==> config.mk <==
export PLATFORM = sky130hd
export DESIGN_NAME = hmcv_fifo
export DESIGN_NICKNAME = d
export VERILOG_FILES = /design/src/rtl/hmcv_fifo.sv
export SDC_FILE = /design/constraint.sdc
export NUM_CORES = 1
export LEC_CHECK = 0
export ABC_AREA = 1
export BUFFER_PORTS_ARGS = -buffer_cell sky130_fd_sc_hd__buf_4
export CAP_MARGIN = 5
export CORE_ASPECT_RATIO = 2
export CORE_MARGIN = 2
export CORE_UTILIZATION = 24
export CTS_CLUSTER_SIZE = 25
export DETAILED_ROUTE_END_ITERATION = 8
export HOLD_SLACK_MARGIN = 0.08
export PLACE_DENSITY = 0.52
export SETUP_SLACK_MARGIN = 0.5
export SYNTH_ARGS = -nofsm -noshare
export SYNTH_HDL_FRONTEND = slang
export SYNTH_SLANG_ARGS = --single-unit
==> constraint.sdc <==
create_clock -name clk_i -period 3.3 [get_ports clk_i]
set_clock_uncertainty 0.05 [all_clocks]
set_input_delay 0.66 -clock clk_i [delete_from_list [all_inputs] [get_ports clk_i]]
set_output_delay 0.66 -clock clk_i [all_outputs]
set_load 0.005 [all_outputs]
==> src/rtl/hmcv_fifo.sv <==
`default_nettype none

module hmcv_fifo #(
  parameter int WIDTH = 8,
  parameter int DEPTH = 4
) (
  input  logic                       clk_i,
  input  logic                       rst_ni,
  input  logic                       push_i,
  input  logic [WIDTH-1:0]           data_i,
  output logic                       full_o,
  input  logic                       pop_i,
  output logic                       valid_o,
  output logic [WIDTH-1:0]           data_o,
  output logic [$clog2(DEPTH+1)-1:0] count_o
);

  localparam int PtrBits = (DEPTH > 1) ? $clog2(DEPTH) : 1;
  localparam int CntBits = $clog2(DEPTH + 1);

  logic [WIDTH-1:0]   slot_q [DEPTH];
  logic [PtrBits-1:0] wr_ptr_q, rd_ptr_q;
  logic [CntBits-1:0] count_q;

  assign full_o  = (count_q == CntBits'(DEPTH));
  assign valid_o = (count_q != '0);
  assign data_o  = slot_q[rd_ptr_q];
  assign count_o = count_q;

  always_ff @(posedge clk_i or negedge rst_ni) begin
    if (!rst_ni) begin
      wr_ptr_q <= '0;
      rd_ptr_q <= '0;
      count_q  <= '0;
    end else begin
      if (push_i) begin
        wr_ptr_q <= (wr_ptr_q == PtrBits'(DEPTH - 1)) ? '0 : wr_ptr_q + PtrBits'(1);
      end
      if (pop_i) begin
        rd_ptr_q <= (rd_ptr_q == PtrBits'(DEPTH - 1)) ? '0 : rd_ptr_q + PtrBits'(1);
      end
      if (push_i && !pop_i) begin
        count_q <= count_q + CntBits'(1);
      end else if (pop_i && !push_i) begin
        count_q <= count_q - CntBits'(1);
      end
    end
  end

  always_ff @(posedge clk_i) begin
    if (push_i) begin
      slot_q[wr_ptr_q] <= data_i;
    end
  end

endmodule

`default_nettype wire

==> metrics.cfg <==
[final_layout]
nNetsFinal = 192
area_delta_synth_final_pct = 22.38
fill_cells = 725
antenna_cells = 0
drive_gt1_share_pct = 18.50

[sta]
final-max-slew-violation-count = 0
finalHoldViolations = 0
worst_pin_slew_ps = 507.3
period_share_pct = 67.69
relSlewSlack_pct = 66.13
rsz0062_at_grt = false
worst_slack_ps = 1066
clock.fmax_ghz = 0.4476
tns_ps = 0
period_minus_slack_ps = 2234
finalSetupViolCount = 0

[clocking]
cts_num_sinks = 39
cts_setup_buffers = 0
clk_pin_slew_ps = 50
cts_tree = built
clk_path_buf_depth = 2
cts_made_buffers = 5
hold_buffers = 0
htree_levels = 2
cts_root_buf = clkbuf_16
cts_resized = 0
worst_skew_pair.late_latency_ps = 270

[status]
status = finished, final reports clean

[yosys]
synth_nets = 165
synth_seq_cells = 39
synth_top_area_cell = edfxtp_1
synth.top_cell.area_share_pct = 56.18
syn_area_per_cell_um2 = 11.72
yosys_warnings = 0
synth.distinct_cells = 18
synth_seq_area_share_pct = 66.42
syn_area_um2 = 1710
syn_inst = 146
synthTopCellsByArea = edfxtp_1 56%, dfrtp_1 10%, nand2_1 9.0%

[worst_setup_path]
r2r-start = wr_ptr_q[0]
reg2reg_to = slot_q[0][3]
rrSetupSlack_ps = 1890
worst_setup_path_end_kind = primary output
cp.required_ps = 2590
critPathMaxFanout = 33
worstPathArrival_ps = 1520
crit_path_end = data_o[7]
crit_start = rd_ptr_q[0]
r2r_cells = 4
startpoint_type = flip-flop
path_class = reg -> out

[grt]
grt_pass1_wl_mm = 4.505
grt_usage_pct = 8.255
first_global_vias = 928
grt_max_degree = 34
antenna_found_initial = 0
grt-ovfl-total = 0

[route]
drt_iter0_drc = 21
drtAntennaViolNets = 0
drc = 0
viasPerCell = 3.913
via_count = 1029
firstDrtPassIters = 4
wl_mm = 2.988
wl_per_cell_um = 11.36

[power]
pwr-share-seq_pct = 43.1
cellInternalPower_uw = 1156
clockPowerShare_pct = 26.0
ir_drop_mv = 0.3339
power_density_nw_per_um2 = 800.0
combPwrFrac_pct = 30.9
switchingPower_uw = 518.3
leakage_uw = 0.0009188
switching_share_pct = 30.95

[floorplan]
dieArea_um2 = 7859
chipWidth_um = 63.70
num_rows = 43
die_height_um = 123.4
core_um2 = 6940
ios = 25
start_util_pct = 24.64

[place]
gp_congestion = 0.6806
portBuffers = 24
preCtsSetupSlack_ps = 1339
dp_hpwl_mm = 2.178

[worst_hold_path]
timing.hold.worst.class = in -> async

[job]
cap_violations = 0

## critical path, stage by stage (launching register included)
cell and delay, ps:
dfrtp_1 400, inv_2 400, nand2_1 110, o211ai_1 110, nand2_1 90, buf_4 140
## power by group through the flow
| stage | Sequential, µW | Clock, µW | Combinational [µW] |
|---|---|---|---|
| floorplan | 703 | 0 | 350 |
| global placement | 731 | 0 | 530 |
| CTS | 724 | 447 | 538 |
| global route | 734 | 468 | 594 |
| finish | 722 | 436 | 517 |
| detailed placement | 733 | 0 | 535 |
## layout by cell type, fill, tap and decap left out
cell,Yosys,final
nand2_1,41,41
edfxtp_1,32,32
inv_1,27,27
buf_4,1,24
o211ai_1,16,16
dfrtp_1,7,7
ha_1,6,6
clkbuf_16,0,5
o21ai_0,3,3
inv_2,2,2
nor2_1,2,2
nor3_1,1,1
xnor2_1,1,1
o21ai_1,1,1
nand3_1,1,1
nand4_1,1,1
fa_1,1,1
clkinv_1,0,1
clkinv_2,0,1
## metrics by stage
stage	utilization [%]	power (µW)	cell area [µm²]	hold WS, ps	cells
after CTS	30.16	1708	2093	137.1	263
final	30.16	1675	2093	136.9	263
after floorplan	-	1053	1710	314.4	146
after global routing	30.16	1796	2093	138.1	263
after detailed placement	28.23	1267	1959	431.1	256
after global placement	28.23	1261	1959	430.7	256
## routing by layer
layer | vias up | global-route usage (%) | wire length, µm
met5 | - | 0 | 0
met4 | 0 | 6.114 | 97
met3 | 5 | 2.457 | 110
met2 | 21 | 15.07 | 1650
met1 | 464 | 7.544 | 1129
li1 | 539 | - | -
## cells by family after synthesis
group	count (synthesis)	share of synthesized area (%)
XOR/XNOR	1	0.5122
flip-flops	39	66.42
AND/OR/NAND/NOR	46	10.39
AO/OA/AOI/OAI	20	8.193
adder cells (fa/ha/maj)	7	5.560
buffers and inverters	33	8.925
## area by class of cell
| cell class | count | area, µm² | share of cell area (%) |
|---|---|---|---|
| Sequential cell | 39 | 1136 | 54.27 |
| Multi-Input combinational cell | 74 | 421.7 | 20.14 |
| Timing Repair Buffer | 24 | 180.2 | 8.607 |
| Clock buffer | 5 | 125.1 | 5.977 |
| Tap cell | 90 | 112.6 | 5.380 |
| Inverter | 29 | 108.9 | 5.200 |
| Clock inverter | 2 | 8.758 | 0.4184 |
## Yosys cell counts
master	number
nand2_1	41
edfxtp_1	32
inv_1	27
o211ai_1	16
dfrtp_1	7
ha_1	6
o21ai_0	3
buf_6	2
inv_2	2
nor2_1	2
buf_4	1
clkbuf_8	1
fa_1	1
nand3_1	1
nand4_1	1
nor3_1	1
o21ai_1	1
xnor2_1	1
## worst min path at each step
stage                     startpoint     endpoint  slack, ps  cells after the start
after floorplan               rst_ni   count_o[0]        310                      0
after global placement        rst_ni   count_o[2]        430                      1
after detailed placement      rst_ni   count_o[2]        430                      1
after CTS                     rst_ni  rd_ptr_q[0]        140                      1
final                         rst_ni  rd_ptr_q[0]        140                      1
after global routing          rst_ni  rd_ptr_q[0]        140                      1
## registers in the layout (all words and copies together), names as in the netlist
signal	count
rd_ptr_q	2
count_o	3
slot_q	32
wr_ptr_q	2
Power figures use the tool's default switching activity.
