File: src/rtl/hmcv_pkg.sv
`default_nettype none

package hmcv_pkg;

  localparam int TREE_BITS_DEF    = 10;
  localparam int MAP_BITS_DEF     = 8;
  localparam int COLUMN_DEPTH_DEF = 10;

  localparam int OP_FIFO_DEPTH  = 4;
  localparam int COL_FIFO_DEPTH = 8;
  localparam int COL_CNT_W      = $clog2(COL_FIFO_DEPTH + 1);

  localparam int GRID_W    = 10;
  localparam int IDX_W     = 16;
  localparam int SAMPLE_W  = 17;
  localparam int SIDE_W    = 9;
  localparam int RATIO_W   = 25;
  localparam int FRAC_W    = 24;
  localparam int COORD_W   = 11;
  localparam int ROW_W     = 20;
  localparam int HEIGHT_W  = 10;
  localparam int MORTON_W  = 30;
  localparam int PROD_W    = RATIO_W + GRID_W;
  localparam int S_TDATA_W = 56;
  localparam int M_TDATA_W = 40;

  localparam logic [SIDE_W-1:0]  MAP_SIDE_RST   = 9'd256;
  localparam logic [RATIO_W-1:0] STEP_RATIO_RST = 25'd4182004;

  typedef enum logic {
    CFG_MAP_SIDE   = 1'b0,
    CFG_STEP_RATIO = 1'b1
  } cfg_idx_e;

  typedef enum logic {
    FUNC_WRITE = 1'b0,
    FUNC_GEN   = 1'b1
  } func_e;

  typedef enum logic {
    SMP_IDLE,
    SMP_ROWB
  } smp_state_e;

  typedef struct packed {
    func_e               func;
    logic [IDX_W-1:0]    idx;
    logic [SAMPLE_W-1:0] value;
    logic [GRID_W-1:0]   gx;
    logic [GRID_W-1:0]   gz;
  } in_t;

  typedef struct packed {
    func_e               func;
    logic [IDX_W-1:0]    idx;
    logic [SAMPLE_W-1:0] value;
    logic [GRID_W-1:0]   gx;
    logic [GRID_W-1:0]   gz;
    logic [FRAC_W-1:0]   fx;
    logic [FRAC_W-1:0]   fz;
    logic [COORD_W-1:0]  x1;
    logic [COORD_W-1:0]  x2;
    logic [ROW_W-1:0]    r1;
    logic [ROW_W-1:0]    r2;
  } op_t;

  typedef struct packed {
    logic [GRID_W-1:0]   gx;
    logic [GRID_W-1:0]   gz;
    logic [HEIGHT_W-1:0] hlo;
  } col_t;

  function automatic logic [MORTON_W-1:0] interleave3(input logic [GRID_W-1:0] x,
                                                       input logic [GRID_W-1:0] y,
                                                       input logic [GRID_W-1:0] z);
    logic [MORTON_W-1:0] r;
    r = '0;
    for (int i = 0; i < GRID_W; i++) begin
      r[3*i]   = x[i];
      r[3*i+1] = y[i];
      r[3*i+2] = z[i];
    end
    return r;
  endfunction

endpackage

`default_nettype wire

File: src/rtl/hmcv_front.sv
`default_nettype none

module hmcv_front (
  input  logic                            clk_i,
  input  logic                            rst_ni,
  input  logic                            in_valid_i,
  output logic                            in_ready_o,
  input  hmcv_pkg::in_t                   in_i,
  input  logic [hmcv_pkg::SIDE_W-1:0]     map_side_i,
  input  logic [hmcv_pkg::RATIO_W-1:0]    step_ratio_i,
  output logic                            op_valid_o,
  input  logic                            op_ready_i,
  output hmcv_pkg::op_t                   op_o
);

  localparam int CW = hmcv_pkg::COORD_W;
  localparam int FW = hmcv_pkg::FRAC_W;
  localparam int PW = hmcv_pkg::PROD_W;
  localparam int RW = hmcv_pkg::ROW_W;

  logic          s1_valid_q, s2_valid_q, s3_valid_q;
  logic          ld1, ld2, ld3;
  hmcv_pkg::in_t s1_q, s2_q;
  logic [PW-1:0] px_q, pz_q;
  hmcv_pkg::op_t op_q, op_d;

  logic [CW-1:0] x1, z1, x2, z2;
  logic [CW:0]   x1_inc, z1_inc;

  assign ld3        = !s3_valid_q || op_ready_i;
  assign ld2        = !s2_valid_q || ld3;
  assign ld1        = !s1_valid_q || ld2;
  assign in_ready_o = ld1;
  assign op_valid_o = s3_valid_q;
  assign op_o       = op_q;

  always_comb begin
    x1     = px_q[PW-1:FW];
    z1     = pz_q[PW-1:FW];
    x1_inc = {1'b0, x1} + (CW+1)'(1);
    z1_inc = {1'b0, z1} + (CW+1)'(1);
    x2     = (x1_inc >= (CW+1)'(map_side_i)) ? x1 : x1_inc[CW-1:0];
    z2     = (z1_inc >= (CW+1)'(map_side_i)) ? z1 : z1_inc[CW-1:0];

    op_d       = op_q;
    op_d.func  = s2_q.func;
    op_d.idx   = s2_q.idx;
    op_d.value = s2_q.value;
    op_d.gx    = s2_q.gx;
    op_d.gz    = s2_q.gz;
    op_d.fx    = px_q[FW-1:0];
    op_d.fz    = pz_q[FW-1:0];
    op_d.x1    = x1;
    op_d.x2    = x2;
    op_d.r1    = RW'(z1) * RW'(map_side_i);
    op_d.r2    = RW'(z2) * RW'(map_side_i);
  end

  always_ff @(posedge clk_i or negedge rst_ni) begin
    if (!rst_ni) begin
      s1_valid_q <= 1'b0;
      s2_valid_q <= 1'b0;
      s3_valid_q <= 1'b0;
    end else begin
      if (ld1) s1_valid_q <= in_valid_i;
      if (ld2) s2_valid_q <= s1_valid_q;
      if (ld3) s3_valid_q <= s2_valid_q;
    end
  end

  always_ff @(posedge clk_i) begin
    if (ld1 && in_valid_i) begin
      s1_q <= in_i;
    end
    if (ld2 && s1_valid_q) begin
      s2_q <= s1_q;
      px_q <= PW'(step_ratio_i) * PW'(s1_q.gx);
      pz_q <= PW'(step_ratio_i) * PW'(s1_q.gz);
    end
    if (ld3 && s2_valid_q) begin
      op_q <= op_d;
    end
  end

endmodule

`default_nettype wire

File: config.mk
export PLATFORM = sky130hd
export DESIGN_NAME = hmcv_front
export DESIGN_NICKNAME = d
export VERILOG_FILES = /design/src/rtl/hmcv_pkg.sv /design/src/rtl/hmcv_front.sv
export SDC_FILE = /design/constraint.sdc
export NUM_CORES = 2
export LEC_CHECK = 0
export ABC_AREA = 1
export BUFFER_PORTS_ARGS = -buffer_cell sky130_fd_sc_hd__buf_2
export CAP_MARGIN = 20
export CORE_ASPECT_RATIO = 0.6
export CORE_MARGIN = 2
export CORE_UTILIZATION = 25
export DETAILED_ROUTE_END_ITERATION = 6
export MAX_ROUTING_LAYER = met4
export SYNTH_ARGS = -nofsm -noshare
export SYNTH_HDL_FRONTEND = slang
export SYNTH_SLANG_ARGS = --single-unit
File: constraint.sdc
create_clock -name clk_i -period 11.6 [get_ports clk_i]
set_input_delay 2.9 -clock clk_i [delete_from_list [all_inputs] [get_ports clk_i]]
set_output_delay 2.9 -clock clk_i [all_outputs]
set_load 0.02 [all_outputs]
==> impl_metrics.tcl <==
set metrics [dict create \
    synth_simple_gate_area_share_pct 14.9 \
    pin_count 258 \
    start_kind "input pin" \
    fin_setup_tns_ps 0 \
    postCtsHoldBufs 0 \
    grt_pass1_vias 24600 \
    fin_ws_ps 3040 \
    synth_seq_area_share_pct 30.5 \
    cts_tree "done" \
    start_util_pct 25.3 \
    r2r-end "op_o[19]$_DFFE_PP_" \
    synth_fa_ha_area_share_pct 37.9 \
    cts_resized 0 \
    num_vias 23800 \
    synth_mux_area_share_pct 0 \
    status "completed" \
    dpl.hpwl_mm 72.1 \
    drc 0 \
    dr.pass1.iters 7 \
    finalCritPeriodShare_pct 73.8 \
    ff2ff_path_depth 29 \
    grt_max_degree 64 \
    dieWidth_um 480 \
    grt_util_all_layers_pct 13.9 \
    wl_per_cell_um 16.4 \
    cp.required_ps 11920 \
    cts_htree_levels 2 \
    drtIter0Drc 1588 \
    r2r_setup_slack_ps 4340 \
    syn_inst 3606 \
    vias_per_cell 4.23 \
    crit_type "in2reg" \
    place_ws_ps 2530 \
    cp-end-kind "flop" \
    layout.nets 4605 \
    worstPathArrival_ps 8880 \
    insertion_delay_ps 580 \
    cts_setup_buffers 0 \
    skew_ps 21.0 \
    finalInstanceArea_mm2 0.0385 \
    maxCapViolations 0 \
    portBuffers 257 \
    yosys_warnings 0 \
    gp_congestion 0.907 \
    numCtsBuffers 41 \
    drive_above_1_share_pct 9.67 \
    rsz0062_at_grt "no" \
    fin_cells 5614 \
    totalWireLength_mm 92.3 \
    cts-root-buf "clkbuf_16" \
    ant_nets 0 \
    fin_crit_ps 8560 \
    syn_nets 4430 \
    synth_top_family_by_area "adder cells" \
    report.final.slew_viol_count 0 \
    synthArstFlopShare_pct 0.870 \
    cp_max_fo 14 \
    synth_xor_area_share_pct 2.27 \
    synth_area_per_cell_um2 9.41 \
    synth_flop_cell "edfxtp_1" \
    slew_headroom_pct 21.3 \
    hold_viol 0 \
    synth_edf_count 342 \
    r2r-start "pz_q[24]$_DFFE_PP_" \
    detailed_place.area_mm2 0.0370 \
    synth_compound_area_share_pct 3.41 \
    synth_seq_cells 345 \
    rows 104 \
    fillCellCount 14000 \
    setup_viol 0 \
    min_to "op_d[144]$_DFFE_PP_" \
    holdPathStages 0 \
    dieHeight_um 289 \
    netlist-cell-type-count 42 \
    dpl.cell_count 5534 \
    grt_pass1_wl_mm 145 \
    clockBufferDepth 3 \
    clock_sinks 345 \
    grt_overflow 0 \
    fmax_mhz 117 \
    placeableCoreArea_mm2 0.134 \
    tightestPinTransition_ps 1180 \
    hold_path_class "reg2reg" \
    area_delta_synth_final_pct 13.4 \
    cts.clk_slew.worst_paths_ps 60 \
    die_area_mm2 0.139 \
    min_from "s1_q[34]$_DFFE_PP_" \
    antenna_found_initial 11 \
    syn_area_mm2 0.0339 \
]
-- area by class of cell --
type                            instances  area [µm²]  area share (%)
Antenna cell                            5        12.5          0.0325
Multi-Input combinational cell       2264       19900            51.6
Inverter                              861        3240            8.41
Clock buffer                           44        1040            2.70
Clock inverter                         25         244           0.634
Timing Repair Buffer                  268        1490            3.87
Tap cell                             1802        2250            5.86
Sequential cell                       345       10300            26.9
-- flip-flops by register name (all words and copies together) (netlist names) --
name	cells
op_d	54
op_valid_o	1
px_q	35
s2_valid_q	1
s1_valid_q	1
op_o	164
pz_q	35
s1_q	54
-- Yosys cell counts (11+ instances only) --
library cell    n  area [µm²]
nor3_1         22         110
nor2_1        146         548
o21ai_0        50         250
nand2_1       903        3390
ha_1          240        3000
xnor2_1        18         158
o21bai_1       11        82.6
edfxtp_1      342       10300
fa_1          492        9850
a21oi_1       108         541
nand2_4        16         180
xor2_1         70         613
nand4_1        13        81.3
nand3_1       112         561
inv_1         850        3190
clkbuf_1      132         495
a21o_1         17         128
-- cells by family (layout without fill, tap and decap cells) --
family,Yosys count,in the layout
other,0,5
DFF,345,345
xor gates and xnor gates,88,88
AOI/OAI and AO/OA,207,207
buffers and inverters,997,1198
and+or+nand+nor,1237,1237
adders and majority gates,732,732
-- per-stage QoR --
step / hold slack (ps) / utilization, %
4_1_cts: 415 / 28.5
3_5_place_dp: 405 / 27.5
2_1_floorplan: 400 / -
3_3_place_gp: 400 / 27.5
5_1_grt: 421 / 28.6
6_report: 413 / 28.6
-- worst max path at each step --
stage                       start                  to  slack, ps  cells past startpoint
floorplan              op_ready_i   op_o[0]$_DFFE_PP_         80                      2
global placement    map_side_i[6]  op_o[15]$_DFFE_PP_       2550                     24
detailed placement  map_side_i[6]  op_o[19]$_DFFE_PP_       2530                     24
CTS                 map_side_i[6]  op_o[19]$_DFFE_PP_       3140                     24
global route        map_side_i[6]  op_o[19]$_DFFE_PP_       2680                     25
finish              map_side_i[5]  op_o[19]$_DFFE_PP_       3040                     24
-- worst max-delay path, stage by stage --
cell and delay [ps]:
buf_2 290, clkinv_1 470, ha_1 460, a21oi_1 130, o31a_1 140, nand2_1 70, nand2_2 240, nand2_8 190
nand2_4 140, nand3_1 130, fa_1 610, inv_1 70, fa_1 500, fa_1 570, inv_1 60, fa_1 480
inv_1 40, ha_1 330, a21o_1 170, a21oi_1 240, o21ai_0 270, nand2_1 130, nand3_1 90, xor2_1 150
-- cells in the final DEF (no fill, tap or decap), types with 6 or more instances in the layout --
cell type,count
a21o_1,17
a21oi_1,107
buf_16,6
buf_2,257
clkbuf_16,41
clkinv_1,9
clkinvlp_4,6
edfxtp_1,342
fa_1,492
ha_1,240
inv_1,848
inv_2,7
inv_6,10
nand2_1,903
nand2_2,6
nand2_4,16
nand3_1,112
nand4_1,13
nor2_1,146
nor3_1,22
o21ai_0,50
o21bai_1,11
xnor2_1,18
xor2_1,70
-- per-layer routing --
layer,vias to the layer above,GRT usage (%),share of wire [%]
li1,11300,-,-
met1,11800,20.3,49
met2,604,19.9,42
met3,79,2.58,7.0
met4,0,2.57,1.5
met5,-,-,0
Power is left out: the tool's default activity adds up to more than one toggle a clock period on the data nets, which glitch-free logic cannot reach.
