**src/rtl/hmcv_pkg.sv**
```systemverilog
`default_nettype none

package hmcv_pkg;

  localparam int TREE_BITS_DEF    = 10;
  localparam int MAP_BITS_DEF     = 8;
  localparam int COLUMN_DEPTH_DEF = 10;

  localparam int OP_FIFO_DEPTH  = 4;
  localparam int COL_FIFO_DEPTH = 8;
  localparam int COL_CNT_W      = $clog2(COL_FIFO_DEPTH + 1);

  localparam int GRID_W    = 10;
  localparam int IDX_W     = 16;
  localparam int SAMPLE_W  = 17;
  localparam int SIDE_W    = 9;
  localparam int RATIO_W   = 25;
  localparam int FRAC_W    = 24;
  localparam int COORD_W   = 11;
  localparam int ROW_W     = 20;
  localparam int HEIGHT_W  = 10;
  localparam int MORTON_W  = 30;
  localparam int PROD_W    = RATIO_W + GRID_W;
  localparam int S_TDATA_W = 56;
  localparam int M_TDATA_W = 40;

  localparam logic [SIDE_W-1:0]  MAP_SIDE_RST   = 9'd256;
  localparam logic [RATIO_W-1:0] STEP_RATIO_RST = 25'd4182004;

  typedef enum logic {
    CFG_MAP_SIDE   = 1'b0,
    CFG_STEP_RATIO = 1'b1
  } cfg_idx_e;

  typedef enum logic {
    FUNC_WRITE = 1'b0,
    FUNC_GEN   = 1'b1
  } func_e;

  typedef enum logic {
    SMP_IDLE,
    SMP_ROWB
  } smp_state_e;

  typedef struct packed {
    func_e               func;
    logic [IDX_W-1:0]    idx;
    logic [SAMPLE_W-1:0] value;
    logic [GRID_W-1:0]   gx;
    logic [GRID_W-1:0]   gz;
  } in_t;

  typedef struct packed {
    func_e               func;
    logic [IDX_W-1:0]    idx;
    logic [SAMPLE_W-1:0] value;
    logic [GRID_W-1:0]   gx;
    logic [GRID_W-1:0]   gz;
    logic [FRAC_W-1:0]   fx;
    logic [FRAC_W-1:0]   fz;
    logic [COORD_W-1:0]  x1;
    logic [COORD_W-1:0]  x2;
    logic [ROW_W-1:0]    r1;
    logic [ROW_W-1:0]    r2;
  } op_t;

  typedef struct packed {
    logic [GRID_W-1:0]   gx;
    logic [GRID_W-1:0]   gz;
    logic [HEIGHT_W-1:0] hlo;
  } col_t;

  function automatic logic [MORTON_W-1:0] interleave3(input logic [GRID_W-1:0] x,
                                                       input logic [GRID_W-1:0] y,
                                                       input logic [GRID_W-1:0] z);
    logic [MORTON_W-1:0] r;
    r = '0;
    for (int i = 0; i < GRID_W; i++) begin
      r[3*i]   = x[i];
      r[3*i+1] = y[i];
      r[3*i+2] = z[i];
    end
    return r;
  endfunction

endpackage

`default_nettype wire

```
**src/rtl/hmcv_emitter.sv**
```systemverilog
`default_nettype none

module hmcv_emitter #(
  parameter int COLUMN_DEPTH = hmcv_pkg::COLUMN_DEPTH_DEF
) (
  input  logic                             clk_i,
  input  logic                             rst_ni,
  input  logic                             col_valid_i,
  input  hmcv_pkg::col_t                   col_i,
  output logic                             col_pop_o,
  output logic                             out_valid_o,
  input  logic                             out_ready_i,
  output logic [hmcv_pkg::MORTON_W-1:0]    out_code_o,
  output logic [hmcv_pkg::HEIGHT_W-1:0]    out_height_o,
  output logic                             out_last_o
);

  localparam int KBits = (COLUMN_DEPTH > 1) ? $clog2(COLUMN_DEPTH) : 1;
  localparam int GW    = hmcv_pkg::GRID_W;
  localparam int HW    = hmcv_pkg::HEIGHT_W;

  logic                         cur_q, ov_q, last_q;
  logic [KBits-1:0]             k_q;
  logic [GW-1:0]                y_q, gx_q, gz_q;
  logic [HW-1:0]                h_q, height_q;
  logic [hmcv_pkg::MORTON_W-1:0] code_q;
  logic                         is_last, advance;

  assign is_last      = (k_q == KBits'(COLUMN_DEPTH - 1));
  assign advance      = cur_q && (!ov_q || out_ready_i);
  assign col_pop_o    = col_valid_i && (!cur_q || (advance && is_last));
  assign out_valid_o  = ov_q;
  assign out_code_o   = code_q;
  assign out_height_o = height_q;
  assign out_last_o   = last_q;

  always_ff @(posedge clk_i or negedge rst_ni) begin
    if (!rst_ni) begin
      cur_q <= 1'b0;
      ov_q  <= 1'b0;
      k_q   <= '0;
    end else begin
      if (col_pop_o) begin
        cur_q <= 1'b1;
      end else if (advance && is_last) begin
        cur_q <= 1'b0;
      end
      if (advance) begin
        ov_q <= 1'b1;
      end else if (out_ready_i) begin
        ov_q <= 1'b0;
      end
      if (col_pop_o) begin
        k_q <= '0;
      end else if (advance) begin
        k_q <= k_q + KBits'(1);
      end
    end
  end

  always_ff @(posedge clk_i) begin
    if (col_pop_o) begin
      y_q  <= col_i.hlo - HW'(COLUMN_DEPTH);
      gx_q <= col_i.gx;
      gz_q <= col_i.gz;
      h_q  <= col_i.hlo;
    end else if (advance) begin
      y_q <= y_q + GW'(1);
    end
    if (advance) begin
      code_q   <= hmcv_pkg::interleave3(gx_q, y_q, gz_q);
      height_q <= h_q;
      last_q   <= is_last;
    end
  end

endmodule

`default_nettype wire

```
**config.mk**
```make
export PLATFORM = sky130hd
export DESIGN_NAME = hmcv_emitter
export DESIGN_NICKNAME = d
export VERILOG_FILES = /design/src/rtl/hmcv_pkg.sv /design/src/rtl/hmcv_emitter.sv
export SDC_FILE = /design/constraint.sdc
export NUM_CORES = 1
export LEC_CHECK = 0
export BUFFER_PORTS_ARGS = -buffer_cell sky130_fd_sc_hd__buf_2
export CAP_MARGIN = 20
export CORE_ASPECT_RATIO = 0.7
export CORE_MARGIN = 2
export CORE_UTILIZATION = 50
export DETAILED_ROUTE_END_ITERATION = 8
export GPL_ROUTABILITY_DRIVEN = 0
export PLACE_DENSITY = 0.77
export REMOVE_ABC_BUFFERS = 1
export SETUP_SLACK_MARGIN = 0.05
export SYNTH_ARGS = -nofsm -noshare
export SYNTH_HDL_FRONTEND = slang
export SYNTH_SLANG_ARGS = --single-unit
```
**constraint.sdc**
```tcl
create_clock -name clk_i -period 2.4 [get_ports clk_i]
set_clock_uncertainty 0.05 [all_clocks]
set_input_delay 0.36 -clock clk_i [delete_from_list [all_inputs] [get_ports clk_i]]
set_output_delay 0.36 -clock clk_i [all_outputs]
set_load 0.1 [all_outputs]
```
==> run metrics, run 1 <==
Routed WL ~5500 um; fin. max-slew vios 0; register area approximately 2600 um2; Seq/Total Area, Yosys between 80% and 90%; NetSw 1680 uW; via/cell ratio 4.96; library cells used by synthesis 29; commonest non-fill, non-tap cell in the layout edfxtp_1; Worst Max-Slew Pin Slew 0.505 ns; first-pass GRT wire length between 8000 and 9000 um; non-filler cells, final approximately 340; fin crit share 91.4%; largest net degree at the start of global routing 23; Starting Density between 50% and 60%; # DRC 0; antenna violations before repair 0; flops & latches, synth 87; clk slew on worst S/H paths 0.09 ns; Internal about 2800 uW; clock root buffer clkbuf_8; remaining antenna violation count 0; critical path peak fanout 13; layout cells sized above 1 38.6%; Vias between 1,500 and 2,000; # rows 24; IO Port Bufs 76; Post-Syn Instances around 170; post-CTS setup buffers 0; # clock sinks 87; multi-input logic area ~540 um2; Core Area between 6000 and 7000 um2; Die Y around 70 um; DR pass1 iterations 4; hold_ws between 0.1 and 0.15 ns; CP peak stage delay 0.43 ns; Yosys warning count 0; Top Ports 77; Data required, critical path 1.99 ns; Sw Ratio a little under two fifths; DR WL/cell 16.0 um; ant diodes 0; power per cell area ~1200 nW/um2; Syn Area/Cell between 15 and 20 um2; Hold/Removal Path Class input port to register; Worst setup SP type register; Layout area overhead 23.6%; Die Span X 99.0 um; Slew HR about two thirds; final setup vio count 0; Placed Cells 326; Post-synth ARST share under 10%; Synth Cell Area 3160 um2; # H-tree levels 3; Crit. End Element primary output; CP Class register to primary output; CP cell instances ha_1 -> and3b_1 -> a31oi_4 -> inv_4 -> buf_12; number of flops mapped to enable cells by yosys between 80 and 90; status complete, no violations; RSZ-0062 raised after global routing false; Buf/Inv on CP 2; Remaining Overflow, GRT 0; drt initial violations about 130; Fmax achieved approximately 460 MHz; clock share of power between 20% and 30%; Worst Path Arrival 1.78 ns; combinational group share of total power 28.5%; clk buf depth 2; # nets final 298; CTS tree done; most frequent cells in the layout edfxtp_1 (81), buf_2 (75), nand2_1 (9), xor2_1 (9), clkbuf_8 (9); Worst-Skew Late Latency ~0.33 ns; GRT Total Usage approximately 17%; Num CTS Buffers 9; Leakage between 0.0015 and 0.002 uW; Max Cap Viol 0; Seq pwr share ~48%; vias in the first global route approximately 1,700; top_reg_cell synth edfxtp_1; HPWL Detailed 3820 um; post-route minimum period 2.19 ns; worst IR drop on VDD between 0.6 and 0.7 mV; cell family with most CP delay flip-flops; die area ~7000 um2; number of fill cells in the layout between 400 and 500; Crit-path slowest cell dfrtp_1; Hold Fails Final Rpt 0
-- path summary, 6_finish.rpt --
path | slack (ns) | depth (start not counted) | to | from
worst max-delay path | 0.21 | 5 | col_pop_o | k_q[0]
worst min-delay path | 0.14 | 1 | gx_q[8] | col_i[28]
worst max register to register | 0.55 | 4 | y_q[1] | k_q[0]
worst min register to register | 0.37 | 0 | out_code_o[3] | gx_q[1]
max in group asynchronous | 1.83 | 2 | cur_q | rst_ni
min in group asynchronous | 0.33 | 2 | k_q[1] | rst_ni
-- layer usage --
layer  track usage, %  vias to the layer above  routed length (um)
met3             8.81                        2                 559
met4             3.04                        0                   7
li1                 -                      812                   -
met5                0                        -                   0
met1             24.8                      812                2510
met2             24.2                       72                2400
-- sequential cells by signal, summed over array words and instances, names as in the netlist --
| name | count |
|---|---|
| out_code_o | 30 |
| gx_q | 10 |
| gz_q | 10 |
| h_q | 10 |
| out_height_o | 10 |
| y_q | 10 |
| k_q | 4 |
| cur_q | 1 |
| out_last_o | 1 |
| out_valid_o | 1 |
-- logic make-up (layout without fill, tap and decap cells) --
kind of cell | Yosys count | count (layout) | share of synthesized area, %
flops | 87 | 87 | 81.8
simple gates | 38 | 38 | 6.89
fa+ha+maj | 4 | 4 | 1.58
xor+xnor | 17 | 17 | 4.71
compound gates | 11 | 11 | 2.58
buf+inv | 8 | 103 | 1.19
mux | 4 | 4 | 1.27
-- timing repair --
| action | CTS | global route |
|---|---|---|
| hold buffers | 1 | 0 |
| gates resized for setup | 0 | 2 |
| setup endpoints to repair | 0 | 1 |
| hold endpoints to repair | 6 | 0 |
-- synthesized netlist by cell type (all sizes together) (3+ instances only) --
library cell  instances  area, um2
a21oi                 3       15.0
dfrtp                 6        150
edfxtp               81       2430
ha                    4       50.1
inv                   6       22.5
mux2i                 4       40.0
nand2                 9       33.8
nand2b                3       18.8
nand3                 4       20.0
nor2                  6       22.5
nor3                  4       20.0
o21ai                 4       20.0
xnor2                 8       70.1
xor2                  9       78.8
-- final cells by class --
class / count / share of cell area [%]
Timing Repair Buffer: 82 / 11.3
Clock inverter: 6 / 2.40
Clock buffer: 9 / 3.17
Sequential cell: 87 / 66.2
Inverter: 6 / 0.641
Tap cell: 78 / 2.50
Multi-Input combinational cell: 74 / 13.8
-- through the flow --
stage / setup slack, ns / total power (uW) / util (%) / instance area (um2) / setup TNS, ns
final: 0.207 / 4530 / 63.4 / 3900 / 0
after global routing: 0.109 / 4740 / 63.4 / 3900 / 0
after CTS: 0.138 / 4570 / 63.4 / 3900 / 0
after detailed placement: 0.490 / 3470 / 59.7 / 3670 / 0
after global placement: 0.566 / 3450 / 59.7 / 3670 / 0
after floorplan: -0.285 / 3220 / - / 3140 / -11.92
-- worst reg2reg max path: stages, from the launching register on --
cell     delay [ns]
dfrtp_1        0.43
ha_1           0.21
and3b_1        0.23
a31oi_4        0.26
nand2_1        0.33
-- power by group through the flow --
stage	Sequential (uW)	Clock, uW	Combinational, uW
finish	2160	1080	1290
global route	2190	1170	1370
CTS	2160	1110	1300
detailed placement	2180	0	1290
global placement	2180	0	1280
floorplan	2890	0	329
Power figures use the tool's default switching activity.
==> inputs of run 2 (changes only) <==
--- a/config.mk
+++ b/config.mk
@@ -18,3 +18,4 @@
 export SYNTH_ARGS = -nofsm -noshare
 export SYNTH_HDL_FRONTEND = slang
 export SYNTH_SLANG_ARGS = --single-unit
+export TNS_END_PERCENT = 5
==> constraint.sdc (replaced) <==
create_clock -name clk_i -period 2.8 [get_ports clk_i]
set_clock_uncertainty 0.05 [all_clocks]
set_input_delay 0.42 -clock clk_i [delete_from_list [all_inputs] [get_ports clk_i]]
set_output_delay 0.42 -clock clk_i [all_outputs]
set_load 0.1 [all_outputs]
==> run metrics, run 2 (synthesized netlist as in run 1, its figures left out) <==
Remaining Overflow, GRT 0 (unchanged); via/cell ratio 4.96 (-0.12%); worst-case reg-to-reg path depth 5 (+1); CP peak stage delay 0.43 ns (about the same); Vias 1,691 (-0.41%); CTS tree done; Routed WL 5390 um (-1.4%); Data required, critical path 2.33 ns (+0.34 ns); die area 6980 um2 (unchanged); worst setup path start k_q[0]; Core Area 6160 um2 (unchanged); critical path peak fanout 11 (-2); clock root buffer clkbuf_8; Max Cap Viol 0 (unchanged); # nets final 297 (-0.34%); number of fill cells in the layout 424 (-2.5%); Num CTS Buffers 9 (unchanged); Final Util 63.0% (-0.37 points); max reg flops 30 (unchanged); Die Y 70.5 um (unchanged); antenna violations before repair 0 (unchanged); Worst-Skew Late Latency 0.34 ns (about the same); Worst Max-Slew Pin Slew 0.498 ns (-0.00755 ns); R2R setup slack 0.81 ns (+0.26 ns); crit path to col_pop_o; Layout area overhead 22.9%; post-route minimum period around 2.3 ns; power per cell area 981 nW/um2 (-15%); Hold Fails Final Rpt 0 (unchanged); fin. max-slew vios 0 (unchanged); first-pass GRT wire length 8330 um (-6.6%); hold_ws 0.193 ns (+0.0485 ns); Worst setup SP type register; RSZ-0062 raised after global routing false; clk slew on worst S/H paths 0.09 ns (about the same); layout cells sized above 1 38.4% (-0.23 points); DR pass1 iterations 4 (unchanged); post-CTS setup buffers 0 (unchanged); Die Span X 99.0 um (unchanged); Buf/Inv on CP 2 (unchanged); DR WL/cell 15.8 um (-1.1%); Final TNS setup 0 ns (unchanged); drt initial violations 101 (-19%); ant diodes 0 (unchanged); CP cell instances ha_1 -> and3b_1 -> a31oi_4 -> inv_2 -> buf_12; most frequent cells in the layout edfxtp_1 (81), buf_2 (75), nand2_1 (9), xor2_1 (9), clkbuf_8 (9); # clock sinks 87 (unchanged); GRT Total Usage 16.4% (-0.88 points); clk buf depth 2 (unchanged); worst r2r src k_q[0]; Slew HR 67.0% (+0.50 points); vias in the first global route 1,554 (-5.9%); Worst Path Arrival 1.78 ns (about the same); status complete, no violations; Fmax achieved 444 MHz; # H-tree levels 3 (unchanged); Starting Density 51.3% (unchanged); largest net degree at the start of global routing 33 (+43%); # DRC 0 (unchanged); remaining antenna violation count 0 (unchanged); cell family with most CP delay flip-flops; final setup vio count 0 (unchanged); Hold/Removal Path Class input port to register; worst IR drop on VDD 0.635 mV (-9.2%); commonest non-fill, non-tap cell in the layout edfxtp_1; HPWL Detailed 3770 um (-1.2%); Top Ports 77 (unchanged); Leakage 0.00151 uW (-0.60%); Crit. End Element primary output; WP depth 5 (unchanged); CP Class register to primary output; Crit-path slowest cell dfrtp_1; # rows 24 (unchanged); IO Port Bufs 76 (unchanged); fin crit share approximately 80%; FF-to-FF End y_q[1]
## run 2: per-layer routing
metal | vias to the layer above | wire [um] | GRT usage [%]
li1 | 813 | - | -
met1 | 798 | 2730 | 25.5
met4 | 0 | 36 | 4.11
met5 | - | 0 | 0
met2 | 76 | 2180 | 20.9
met3 | 4 | 450 | 7.41
## run 2: area by class of cell
type	instances	area, um2	area share [%]
Sequential cell	87	2580	66.5
Multi-Input combinational cell	74	538	13.9
Timing Repair Buffer	81	448	11.5
Clock buffer	9	124	3.19
Tap cell	78	97.6	2.51
Clock inverter	6	68.8	1.77
Inverter	6	22.5	0.580
## run 2: timing repair
item / in CTS / in global routing
hold buffers: 1 / 0
resized for setup: 0 / 0
hold endpoints to repair: 6 / 0
## run 2: worst reg2reg max path, cell delays in order (launching register included)
cell and delay, ns:
dfrtp_1 0.43, ha_1 0.21, and3b_1 0.23, a31oi_4 0.21, buf_4 0.23, nand2_1 0.30
## run 2: worst min-delay path by stage
| stage | startpoint | to | slack [ns] | cells past startpoint |
|---|---|---|---|---|
| after floorplan | rst_ni | cur_q | 0.07 | 0 |
| after global placement | rst_ni | out_valid_o | 0.20 | 1 |
| after detailed placement | rst_ni | out_valid_o | 0.20 | 1 |
| after CTS | col_i[10] | gz_q[0] | 0.17 | 1 |
| after global routing | col_i[10] | gz_q[0] | 0.17 | 1 |
| final | col_i[10] | gz_q[0] | 0.19 | 1 |
## run 2: metrics by stage
step / total power (uW) / area, um2 / worst slack, ns / std cells
2_1_floorplan: 2760 / 3140 / 0.115 / 167
3_3_place_gp: 2970 / 3680 / 0.904 / 325
3_5_place_dp: 2980 / 3680 / 0.806 / 325
4_1_cts: 3840 / 3880 / 0.528 / 341
5_1_grt: 3970 / 3880 / 0.440 / 341
6_report: 3810 / 3880 / 0.550 / 341
## run 2: where the power goes
group / total (uW) / switching [uW] / leakage, uW / internal [uW]
sequential: 1850 / 142 / 0.000836 / 1710
combinational: 1110 / 880 / 0.000573 / 228
clock: 847 / 432 / 0.0000965 / 415
